`config.mk`:
```
export PLATFORM = sky130hd
export DESIGN_NAME = nppd_front
export DESIGN_NICKNAME = d
export VERILOG_FILES = /design/src/rtl/core/nppd_pkg.sv /design/src/rtl/core/nppd_front.sv
export SDC_FILE = /design/constraint.sdc
export NUM_CORES = 1
export LEC_CHECK = 0
export BUFFER_PORTS_ARGS = -buffer_cell sky130_fd_sc_hd__buf_2
export CELL_PAD_IN_SITES_DETAIL_PLACEMENT = 0
export CELL_PAD_IN_SITES_GLOBAL_PLACEMENT = 1
export CORE_AREA = 2 2 106 108
export DETAILED_ROUTE_END_ITERATION = 7
export DIE_AREA = 0 0 108 110
export GPL_TIMING_DRIVEN = 0
export PLACE_DENSITY = 0.86
export SETUP_SLACK_MARGIN = 0.15
export SYNTH_ARGS = -nofsm -noshare
export SYNTH_HDL_FRONTEND = slang
export SYNTH_SLANG_ARGS = --single-unit
```
`constraint.sdc`:
```
create_clock -name vclk -period 0.85
set_input_delay 0.085 -clock vclk [all_inputs]
set_output_delay 0.085 -clock vclk [all_outputs]
set_load 0.005 [all_outputs]
```
`src/rtl/core/nppd_pkg.sv`:
```
// shared types and constants for the nearest projected point depth block
package nppd_pkg;

    localparam int QDEPTH = 4;
    localparam int QPTR_W = $clog2(QDEPTH);
    localparam int DIV_W = 52;
    localparam int DCNT_W = $clog2(DIV_W);

    localparam logic [1:0] REQ_BEGIN = 2'd0;
    localparam logic [1:0] REQ_POINT = 2'd1;
    localparam logic [1:0] REQ_END = 2'd2;

    localparam logic [1:0] CFG_FOCAL_X = 2'd0;
    localparam logic [1:0] CFG_FOCAL_Y = 2'd1;
    localparam logic [1:0] CFG_CENTER_X = 2'd2;
    localparam logic [1:0] CFG_CENTER_Y = 2'd3;

    localparam logic [63:0] FAR_LIMIT_SQ = 64'd25600000000000000;
    localparam logic [62:0] NEAR_LIMIT_SQ = 63'd256;
    localparam logic signed [31:0] HALF_METRE = 32'sd32768;

    typedef enum logic [1:0] {
        OP_BEGIN,
        OP_COUNT,
        OP_POINT,
        OP_END
    } op_t;

    typedef struct packed {
        logic [1:0]         req_type;
        logic [15:0]        query_u;
        logic [15:0]        query_v;
        logic signed [31:0] point_x;
        logic signed [31:0] point_y;
        logic signed [31:0] point_z;
        logic [7:0]         point_red;
    } req_t;

    typedef struct packed {
        logic signed [31:0] world_x;
        logic signed [31:0] world_y;
        logic signed [31:0] world_z;
    } rsp_t;

    typedef struct packed {
        op_t                op;
        logic [15:0]        query_u;
        logic [15:0]        query_v;
        logic signed [31:0] point_x;
        logic signed [31:0] point_y;
        logic signed [31:0] point_z;
    } qent_t;

    typedef struct packed {
        logic [19:0] focal_x;
        logic [19:0] focal_y;
        logic [15:0] center_x;
        logic [15:0] center_y;
    } cfg_t;

endpackage

```
`src/rtl/core/nppd_front.sv`:
```
// front end: takes requests and classifies them for the queue
module nppd_front (
    input  logic           req_valid,
    input  nppd_pkg::req_t req,
    input  logic           q_full,
    output logic           req_stall,
    output logic           q_push,
    output nppd_pkg::qent_t q_ent
);

    always_comb
    begin
        q_ent.query_u = req.query_u;
        q_ent.query_v = req.query_v;
        q_ent.point_x = req.point_x;
        q_ent.point_y = req.point_y;
        q_ent.point_z = req.point_z;
        q_ent.op = nppd_pkg::OP_BEGIN;
        q_push = 1'b0;
        case (req.req_type)
            nppd_pkg::REQ_BEGIN:
            begin
                q_ent.op = nppd_pkg::OP_BEGIN;
                q_push = req_valid && !q_full;
            end
            nppd_pkg::REQ_POINT:
            begin
                // bogus red or zero depth points are only counted
                if (req.point_red == 8'd0 || req.point_z == 32'sd0)
                    q_ent.op = nppd_pkg::OP_COUNT;
                else
                    q_ent.op = nppd_pkg::OP_POINT;
                q_push = req_valid && !q_full;
            end
            nppd_pkg::REQ_END:
            begin
                q_ent.op = nppd_pkg::OP_END;
                q_push = req_valid && !q_full;
            end
            default:
            begin
                // unused code: taken and dropped
                q_push = 1'b0;
            end
        endcase
    end

    assign req_stall = q_full;

endmodule

```
==> Yosys cells after proc, flatten, opt, wreduce, memory -nomap -nowiden <==
Index checks and enable logic that the tools add are counted.
W data, S select, Z words.
{ "classes": {"muxes": 3, "n_reduce_logical": 7, "eq_ne": 2} }
{ "op_table": {"columns": ["op", "n"], "rows": [
  ["$logic_not A32 Y1", 1],
  ["$logic_not A8 Y1", 1],
  ["$pmux W2 S2", 1],
  ["$reduce_or A3 Y1", 1],
  ["$eq A2 B1 Y1 const B", 1],
  ["$eq A2 B2 Y1 const B", 1],
  ["$logic_not A2 Y1", 1],
  ["$mux W2", 1],
  ["$logic_and A1 B1 Y1", 1],
  ["$logic_not A1 Y1", 1],
  ["$logic_or A1 B1 Y1", 1],
  ["$mux W1", 1]
]} }
{ "word_totals": {"ff_bits": 0, "inputBits": 140, "word_cells": 12} }

==> Logic depth before layout (Yosys ltp) <==
{ "logic_depth": {"depth_word": 4, "depth_mapped": 5} }

==> Least setup slack after synthesis <==
Ideal clock, no wire load.
{ "synth_timing": {"kind": "input port to output port", "startpoint": "input port req[32] in the netlist's numbering", "endpoint": "output port q_ent[128] in the netlist's numbering", "arrival_ps": 864, "cell_stages": 4, "n_path_buf": 0, "required_ps": 765, "path_slack_ps": -99, "cell_sequence": "nor4_1 nand4_1 o211a_1 nor3_2"} }
{ "synth_lines": {"columns": ["element", "line_no", "text"], "rows": [
  ["from (decl)", "nppd_front.sv:4", "input nppd_pkg::req_t req,"],
  ["to (decl)", "nppd_front.sv:8", "output nppd_pkg::qent_t q_ent"]
]} }

==> metrics.txt <==
Critical Path RT 0.76 ns; Cells on Worst Hold Path 2; Top delay family on crit path simple AND/OR/NAND/NOR gates; Max FO, Critical Path 2; Final Hold Violating Endpoints 0; leakage 1.40 nW; most common cell after layout, fill and taps aside buf_2; sequential cells 0; CP Launch Type input pin; chip height 110 um; Final Routed Wirelength 4900 um; fmax 761 MHz; Setup crit end kind output port; die width 108 um; Core Footprint 0.0107 mm2; mean post-synth cell area 7.44 um2; critical path's largest stage delay 0.27 ns; ANT cells 0; Yosys top cell area share 84.5%; I/O pins 272; number of cell rows 38; Setup Viol. Count Final 2; relative slew slack 79.3%; largest net degree at the start of global routing 4; slew of the pin with the lowest slew margin 0.308 ns; commonest non-fill, non-tap cells in the layout 169 x buf_2, 129 x buf_4, 6 x buf_6; Power Density 437 mW/mm2; area grow syn2layout 104%; vias in the first global route 1308; MaxCap Viol Count 0; VDD IR-drop max 0.000179 V; total gr overflow 0; GP Congestion 0.719; RSZ-0062 raised after global routing true; period utilisation layout 154%; worst path bufs/invs 3; Vias/cell 3.17; drt initial violations 15; Seq pwr share 0%; Hold Startpoint req[90]; HP Class input pin to output port; Logic pwr share 100.0%; status complete, but fails checks; failing checks setup timing; initial core utilization 10.7%; Sw Share 31.8%; Seq/Total Area, Yosys 0%; number of clock buffers in the layout 0; Tot GR Track Use 6.58%; Synth Cell Area 0.00115 mm2; final critical-path required period 1.31 ns; setup TNS -0.836 ns; Synth area leader buf_4; vias 1494; synth top area cells buf_4 84%, nor4_1 4.9%, ha_1 3.3%; P_int 0.698 mW; FF/Latch Area 0 um2; die area 0.0119 mm2; drc violations 0; net switching power 0.325 mW; fraction of layout cells with a size suffix above 1 94.9%; Total Power 1.02 mW; DRT Pass-1 Iters 2; CP Cell Sequence buf_6 > nor4_4 > nand4_1 > buf_6 > o211a_1 > nor3_2 > buf_2; final net count 476; pre-CTS WS -0.757 ns; count of input and output buffers 176; yosys warns 0; Distinct cells, synth 13; initial antenna violation count 0; Hold Path Sink q_ent[82]; post-route ant nets 0; clock network fraction of total power 0%; Slew Limit Fails 0; Worst Path Arrival 1.23 ns; Critical Path Slowest Stage Cell nor4_4; Crit Path Category input pin to output port; Syn Nets 297; Final Worst Setup Slack -0.463 ns; first-pass GRT wire length 6000 um; Most common cell on crit path buf_6; Mapped Cells 154; hpwl dp 4750 um; DR WL/cell 10.4 um
[power by group through the flow]
stage / sequential [mW] / combinational (mW) / clock (mW)
after CTS: 0 / 1.04 / 0
final: 0 / 1.02 / 0
after detailed placement: 0 / 1.00 / 0
after global routing: 0 / 1.12 / 0
after global placement: 0 / 0.993 / 0
after floorplan: 0 / 0.532 / 0
[cell families (layout without fill, tap and decap cells)]
group / count (synthesis) / in the layout / synth area share (%)
simple gates: 16 / 16 / 9.28
compound gates: 3 / 3 / 1.96
buf+inv: 132 / 309 / 85.5
fa+ha+maj: 3 / 3 / 3.28
[cell type report]
type | count | area (um2)
multi-input combinational | 22 | 244
inverter | 3 | 11.3
timing repair buffer | 177 | 943
fill | 1257 | 8360
tap | 140 | 175
buffer | 129 | 968
[per-layer routing]
layer | global-route usage, % | part of all wire, % | vias up
li1 | - | - | 717
met1 | 4.79 | 24 | 619
met2 | 16.9 | 62 | 158
met3 | 1.12 | 14 | 0
met4 | 0 | 0 | 0
met5 | 0 | 0 | -
[synthesized netlist by cell type, drive strengths merged]
library cell / number
buf: 129
nor4: 10
ha: 3
inv: 3
nand4: 2
a21oi: 1
nand2: 1
nor2: 1
nor3: 1
nor3b: 1
o211a: 1
o211ai: 1
[worst max path at each step]
stage          startpoint    endpoint  slack [ns]  depth (start not counted)
6_report           req[8]  q_ent[128]       -0.46                          7
5_1_grt           req[12]  q_ent[128]       -0.56                          7
4_1_cts           req[22]  q_ent[128]       -0.57                          7
3_5_place_dp      req[13]  q_ent[128]       -0.76                          6
3_3_place_gp      req[13]  q_ent[128]       -0.75                          6
2_1_floorplan     req[32]  q_ent[128]        -0.1                          4
[per-stage QoR]
step           instances  utilization [%]  area (um2)  hold slack, ns
3_3_place_gp         470             21.0        2240           0.336
4_1_cts              471             21.7        2330           0.337
5_1_grt              471             21.9        2340           0.339
3_5_place_dp         470             21.0        2240           0.337
6_report             471             21.9        2340           0.335
2_1_floorplan        154                -        1190           0.203
[timing repair]
action,CTS,global route
gates cloned,0,0
setup buffers,1,0
hold buffers,0,0
resized for setup,16,5
endpoints found under the setup margin,3,3
pin swaps,6,8
Power figures use the tool's default switching activity.
