### src/rtl/core/nppd_pkg.sv
// shared types and constants for the nearest projected point depth block
package nppd_pkg;

    localparam int QDEPTH = 4;
    localparam int QPTR_W = $clog2(QDEPTH);
    localparam int DIV_W = 52;
    localparam int DCNT_W = $clog2(DIV_W);

    localparam logic [1:0] REQ_BEGIN = 2'd0;
    localparam logic [1:0] REQ_POINT = 2'd1;
    localparam logic [1:0] REQ_END = 2'd2;

    localparam logic [1:0] CFG_FOCAL_X = 2'd0;
    localparam logic [1:0] CFG_FOCAL_Y = 2'd1;
    localparam logic [1:0] CFG_CENTER_X = 2'd2;
    localparam logic [1:0] CFG_CENTER_Y = 2'd3;

    localparam logic [63:0] FAR_LIMIT_SQ = 64'd25600000000000000;
    localparam logic [62:0] NEAR_LIMIT_SQ = 63'd256;
    localparam logic signed [31:0] HALF_METRE = 32'sd32768;

    typedef enum logic [1:0] {
        OP_BEGIN,
        OP_COUNT,
        OP_POINT,
        OP_END
    } op_t;

    typedef struct packed {
        logic [1:0]         req_type;
        logic [15:0]        query_u;
        logic [15:0]        query_v;
        logic signed [31:0] point_x;
        logic signed [31:0] point_y;
        logic signed [31:0] point_z;
        logic [7:0]         point_red;
    } req_t;

    typedef struct packed {
        logic signed [31:0] world_x;
        logic signed [31:0] world_y;
        logic signed [31:0] world_z;
    } rsp_t;

    typedef struct packed {
        op_t                op;
        logic [15:0]        query_u;
        logic [15:0]        query_v;
        logic signed [31:0] point_x;
        logic signed [31:0] point_y;
        logic signed [31:0] point_z;
    } qent_t;

    typedef struct packed {
        logic [19:0] focal_x;
        logic [19:0] focal_y;
        logic [15:0] center_x;
        logic [15:0] center_y;
    } cfg_t;

endpackage

### src/rtl/core/nppd_queue.sv
// small register queue between front and back
module nppd_queue (
    input  logic            clk,
    input  logic            rst_n,
    input  logic            push,
    input  nppd_pkg::qent_t wdata,
    input  logic            pop,
    output nppd_pkg::qent_t rdata,
    output logic            full,
    output logic            empty
);

    nppd_pkg::qent_t mem_reg [nppd_pkg::QDEPTH];
    logic [nppd_pkg::QPTR_W-1:0] wr_ptr_reg;
    logic [nppd_pkg::QPTR_W-1:0] rd_ptr_reg;
    logic [nppd_pkg::QPTR_W:0]   cnt_reg;

    assign full = (cnt_reg == (nppd_pkg::QPTR_W+1)'(nppd_pkg::QDEPTH));
    assign empty = (cnt_reg == '0);
    assign rdata = mem_reg[rd_ptr_reg];

    always_ff @(posedge clk)
    begin
        if (push && !full)
            mem_reg[wr_ptr_reg] <= wdata;
    end

    always_ff @(posedge clk or negedge rst_n)
    begin
        if (!rst_n)
        begin
            wr_ptr_reg <= '0;
            rd_ptr_reg <= '0;
            cnt_reg <= '0;
        end
        else
        begin
            if (push && !full)
                wr_ptr_reg <= wr_ptr_reg + 1'b1;
            if (pop && !empty)
                rd_ptr_reg <= rd_ptr_reg + 1'b1;
            case ({push && !full, pop && !empty})
                2'b10:   cnt_reg <= cnt_reg + 1'b1;
                2'b01:   cnt_reg <= cnt_reg - 1'b1;
                default: cnt_reg <= cnt_reg;
            endcase
        end
    end

endmodule

### config.mk
export PLATFORM = sky130hd
export DESIGN_NAME = nppd_queue
export DESIGN_NICKNAME = d
export VERILOG_FILES = /design/src/rtl/core/nppd_pkg.sv /design/src/rtl/core/nppd_queue.sv
export SDC_FILE = /design/constraint.sdc
export NUM_CORES = 1
export LEC_CHECK = 0
export BUFFER_PORTS_ARGS = -buffer_cell sky130_fd_sc_hd__clkbuf_2
export CELL_PAD_IN_SITES_DETAIL_PLACEMENT = 0
export CELL_PAD_IN_SITES_GLOBAL_PLACEMENT = 1
export CORE_MARGIN = 4
export CORE_UTILIZATION = 45
export DETAILED_ROUTE_END_ITERATION = 10
export PLACE_DENSITY_LB_ADDON = 0.1
export SYNTH_ARGS = -nofsm -noshare
export SYNTH_HDL_FRONTEND = slang
export SYNTH_SLANG_ARGS = --single-unit
### constraint.sdc
create_clock -name clk -period 12.5 [get_ports clk]
set_input_delay 2.5 -clock clk [delete_from_list [all_inputs] [get_ports clk]]
set_output_delay 2.5 -clock clk [all_outputs]
set_load 0.02 [all_outputs]
-- Yosys cells after proc, flatten, opt, wreduce, memory -nomap -nowiden
Memories as Yosys holds them, arrays and structs flattened.
Cells that the tools add are included.
- equal/unequal tests: 3
- $add $sub $neg: 4
- multiplexer cells: 3
- reductions and logical operators: 6
- operators by type and width (cell ; count):
    case mux 3 bit (2 select lines) ; 1
    adder 2 x 1 -> 2 bit (second input constant) ; 2
    adder 3 x 1 -> 3 bit (second input constant) ; 1
    == test 3 bit (second input constant) ; 1
    zero test 3 bit ; 1
    subtractor 3 x 1 -> 3 bit (second input constant) ; 1
    == test 2 x 1 -> 1 bit (second input constant) ; 1
    == test 2 bit (second input constant) ; 1
    logical AND 1 bit ; 2
    zero test 1 bit ; 2
    2-to-1 mux 1 bit ; 2
    nonzero test 2 bit ; 1
- memories: 1
- memory bits (writable): 520
- input bits: 134
- flip-flop bits (word level): 7
- output and inout bits: 132
- word-level logic and storage cells: 20
- memories (memory ; words ; bits a word ; read ports ; clocked after memory_dff ; write ports ; line ; text):
    mem_reg ; 4 ; 130 ; 1 ; 0 ; 1 ; nppd_queue.sv:13 ; nppd_pkg::qent_t mem_reg [nppd_pkg::QDEPTH];

-- Longest topological paths before layout
- word-level depth: 5
- gate-level depth with buffers: 9
- gate-level depth less buffers: 9

-- Worst setup path before layout
OpenSTA, ideal clock, no wires.
- kind: in2reg
- start point: in push
- end point: mem mem_reg[0][0] (netlist bit) (enable)
- path buffers: 0
- library setup time: 505 ps
- cell stages on the path: 2
- slack: 6140 ps
- required time: 11995 ps
- arrival: 5855 ps
- path through: nor2b_1 and2_1
- word-level cells in the longest chain between the ends: 3
- RTL lines (element ; line ; text):
    from (decl) ; nppd_queue.sv:5 ; input logic push,
    logical AND 1 bit ; nppd_queue.sv:24 ; if (push && !full)
    2-to-1 mux 1 bit ; nppd_queue.sv:24 ;
    2-to-1 mux 1 bit (not written as such) ; nppd_queue.sv:25 ; mem_reg[wr_ptr_reg] <= wdata;
    to (decl) ; nppd_queue.sv:13 ;
Every way passes these cells.

==> reports/summary.txt <==
# clock sinks -> 527
clk_lat worst skew -> 0.59 ns
Top Usage Layer GRT -> met2
cts repair resizes -> 0
R2R Setup Slk -> 8.95 ns
met2 Track Usage GR -> 25.49%
Vias -> 8406
vias per cell -> 5.254
Worst path slowest cell -> buf_4
first-pass GRT wire length -> 56950 µm
most used cell, CP -> buf_4
DRT iter0 DRCs -> 561
CP Cell Sequence -> buf_4, buf_4, mux4_2, clkbuf_2
Critical Path RT -> 10.00 ns
Antenna Nets Post-Route -> 0
Gate power share -> 31.0%
met1 Usage GRT -> 21.94%
fin crit share -> 47.52%
net count after synthesis -> 857
Critical Path End Type -> output port
worst r2r dst -> mem_reg[1][56]
WL per Instance -> 23.18 µm
CP startpoint -> rd_ptr_reg[1]
Relative slew margins -> 31.41%
CTS Buf Count -> 53
Leak -> 7.762 nW
die height -> 214.4 µm
CP max FO -> 62
yosys warns -> 0
synthesis-stage register bit count -> 527
largest net degree at the start of global routing -> 63
clk slew on worst S/H paths -> 0.06 ns
sequential element share of the synthesized area -> 82.38%
dpl ws -> 6.827 ns
PwrDens -> 250.1 mW/mm²
critical path class -> reg -> out
CP top delay family -> buffers and inverters
port buffer count -> 265
Netlist cell types -> 21
total die area -> 0.04596 mm²
DR pass1 iterations -> 4
initial antenna violation count -> 4
# nets final -> 1160
share of cells above drive strength 1 -> 46.12%
syn_area_per_cell -> 26.73 µm²
grt ovf -> 0
Fin Setup TNS -> 0 ns
status -> complete, no violations
internal power -> 0.003873 W
CTS hold repair buffers -> 0
floorplan core area -> 0.04204 mm²
max reg flops -> 520
slowest stage delay, CP -> 0.83 ns
# setup viols final -> 0
root buffer cell -> clkbuf_16
depth of the CTS H-tree -> 2
CTS tree -> yes
postcts setup bufs -> 0
peak supply drop -> 140.8 µV
DRC violations left -> 0
sw power -> 0.001804 W
net switching fraction of the power -> 31.78%
Worst Path Arrival -> 3.44 ns
Netlist Area Pre-Place -> 0.01917 mm²
Initial Util -> 45.59%
reg2reg path depth -> 5
Total GRT Usage -> 16.30%
Post-Synthesis Cells -> 717
Fmax -> 0.1683 GHz
area grow syn2layout -> 18.43%
met3 Use GR -> 5.583%
Max clock buf depth -> 3
Slew @ Worst Pin -> 1.029 ns
final wirelength -> 37090 µm
max_cap viols -> 0
vias in the first global route -> 9081
Worst Setup EP -> rdata[75]
Worst Path Buf+Inv -> 3
RR Startpoint -> cnt_reg[2]
final hold vios -> 0
Core Rows -> 75
clk_skew -> 0.02429 ns
Worst path depth -> 4
register share of total power -> 43.0%
estimated wirelength of the detail-placed design -> 22360 µm
Clk pwr share -> 26.0%
worst min path class -> reg -> reg
Worst setup SP type -> flip-flop
routability cong. -> 0.6870
Die X-Extent -> 214.4 µm
RSZ-0062 raised after global routing -> no
min Tclk post-route -> 5.940 ns
fin worst setup slack -> 6.560 ns
I/O pin cnt -> 266
Pins Over Slew Limit -> 0
cell usage after synthesis:
master | number | area [µm²]
buf_4 | 1 | 7.510
edfxtp_1 | 520 | 15610
ha_1 | 5 | 62.56
dfrtp_1 | 7 | 175.2
nor3_1 | 1 | 5.000
fa_1 | 1 | 20.02
buf_6 | 10 | 112.6
nor2b_1 | 1 | 6.260
o31a_1 | 1 | 8.760
mux2_2 | 1 | 11.26
buf_2 | 15 | 75.07
clkbuf_1 | 4 | 15.01
inv_1 | 6 | 22.52
xor2_1 | 3 | 26.28
mux2i_1 | 1 | 10.01
nand2_1 | 1 | 3.750
xnor2_1 | 3 | 26.28
and2_1 | 4 | 25.02
mux4_2 | 130 | 2928
nor2_1 | 1 | 3.750
nor3b_1 | 1 | 7.510
power groups by stage:
stage | Combinational [W] | Clock, W | Sequential [W]
final | 0.00176 | 0.00148 | 0.00244
after floorplan | 0.00127 | 0 | 0.00246
after global routing | 0.00190 | 0.00161 | 0.00247
after detailed placement | 0.00182 | 0 | 0.00249
after global placement | 0.00182 | 0 | 0.00247
after CTS | 0.00182 | 0.00152 | 0.00245
metal layers:
| layer | up-vias | share of wire (%) | routed length (µm) |
|---|---|---|---|
| li1 | 3714 | - | - |
| met1 | 4423 | 42 | 15570 |
| met2 | 209 | 48 | 17810 |
| met3 | 56 | 7.7 | 2854 |
| met4 | 4 | 2.2 | 824 |
| met5 | - | 0.092 | 34 |
metrics by stage:
step / hold WS [ns] / cells / util, % / instance area (µm²) / total power (W)
5_1_grt: 0.5616 / 1597 / 53.98 / 22690 / 0.005984
3_3_place_gp: 0.5073 / 1504 / 50.13 / 21070 / 0.004295
2_1_floorplan: 0.4772 / 717 / - / 19170 / 0.003734
6_report: 0.5248 / 1600 / 53.99 / 22700 / 0.005677
4_1_cts: 0.5219 / 1597 / 53.98 / 22690 / 0.005794
3_5_place_dp: 0.5095 / 1504 / 50.13 / 21070 / 0.004306
cell type report:
cell class / instances / area, µm²
tap: 539 / 674.4
multi-input combinational: 154 / 3154
antenna: 3 / 7.507
timing repair buffer: 278 / 1424
clock buffer: 70 / 1420
inverter: 6 / 22.52
sequential: 527 / 15800
fill: 3304 / 19340
clock inverter: 23 / 198.9
worst min-delay path by stage:
stage	from	end	slack, ns	depth (start not counted)
2_1_floorplan	cnt_reg[2]	cnt_reg[2]	0.48	1
3_3_place_gp	cnt_reg[2]	cnt_reg[2]	0.51	1
3_5_place_dp	cnt_reg[2]	cnt_reg[2]	0.51	1
4_1_cts	cnt_reg[2]	cnt_reg[2]	0.52	1
5_1_grt	cnt_reg[2]	cnt_reg[2]	0.56	1
6_report	cnt_reg[2]	cnt_reg[2]	0.52	1
placed cells by master (no fill, tap or decap):
master / Yosys / layout
and2_4: 0 / 4
buf_4: 1 / 13
bufinv_16: 0 / 3
clkbuf_1: 4 / 14
clkbuf_16: 0 / 53
clkbuf_2: 0 / 265
clkbuf_8: 0 / 3
clkinv_1: 0 / 6
clkinv_2: 0 / 9
clkinv_4: 0 / 1
clkinvlp_4: 0 / 2
dfrtp_1: 7 / 5
dfrtp_4: 0 / 2
diode_2: 0 / 3
edfxtp_1: 520 / 520
fa_1: 1 / 1
ha_1: 5 / 5
inv_1: 6 / 6
inv_6: 0 / 2
mux2_2: 1 / 1
mux2i_1: 1 / 1
mux4_2: 130 / 130
nand2_1: 1 / 1
nor2_1: 1 / 1
nor2b_1: 1 / 1
nor3_1: 1 / 1
nor3b_1: 1 / 1
o31a_1: 1 / 1
xnor2_1: 3 / 3
xor2_1: 3 / 3
cell families after synthesis:
| group | after synthesis | share of synthesized area, % |
|---|---|---|
| and+or+nand+nor | 9 | 0.2676 |
| DFF | 527 | 82.38 |
| AOI/OAI and AO/OA | 1 | 0.04570 |
| muxes | 132 | 15.39 |
| buffers and inverters | 36 | 1.214 |
| xor gates and xnor gates | 6 | 0.2742 |
| adders and majority gates | 6 | 0.4308 |
(Power assumes the default switching activity.)
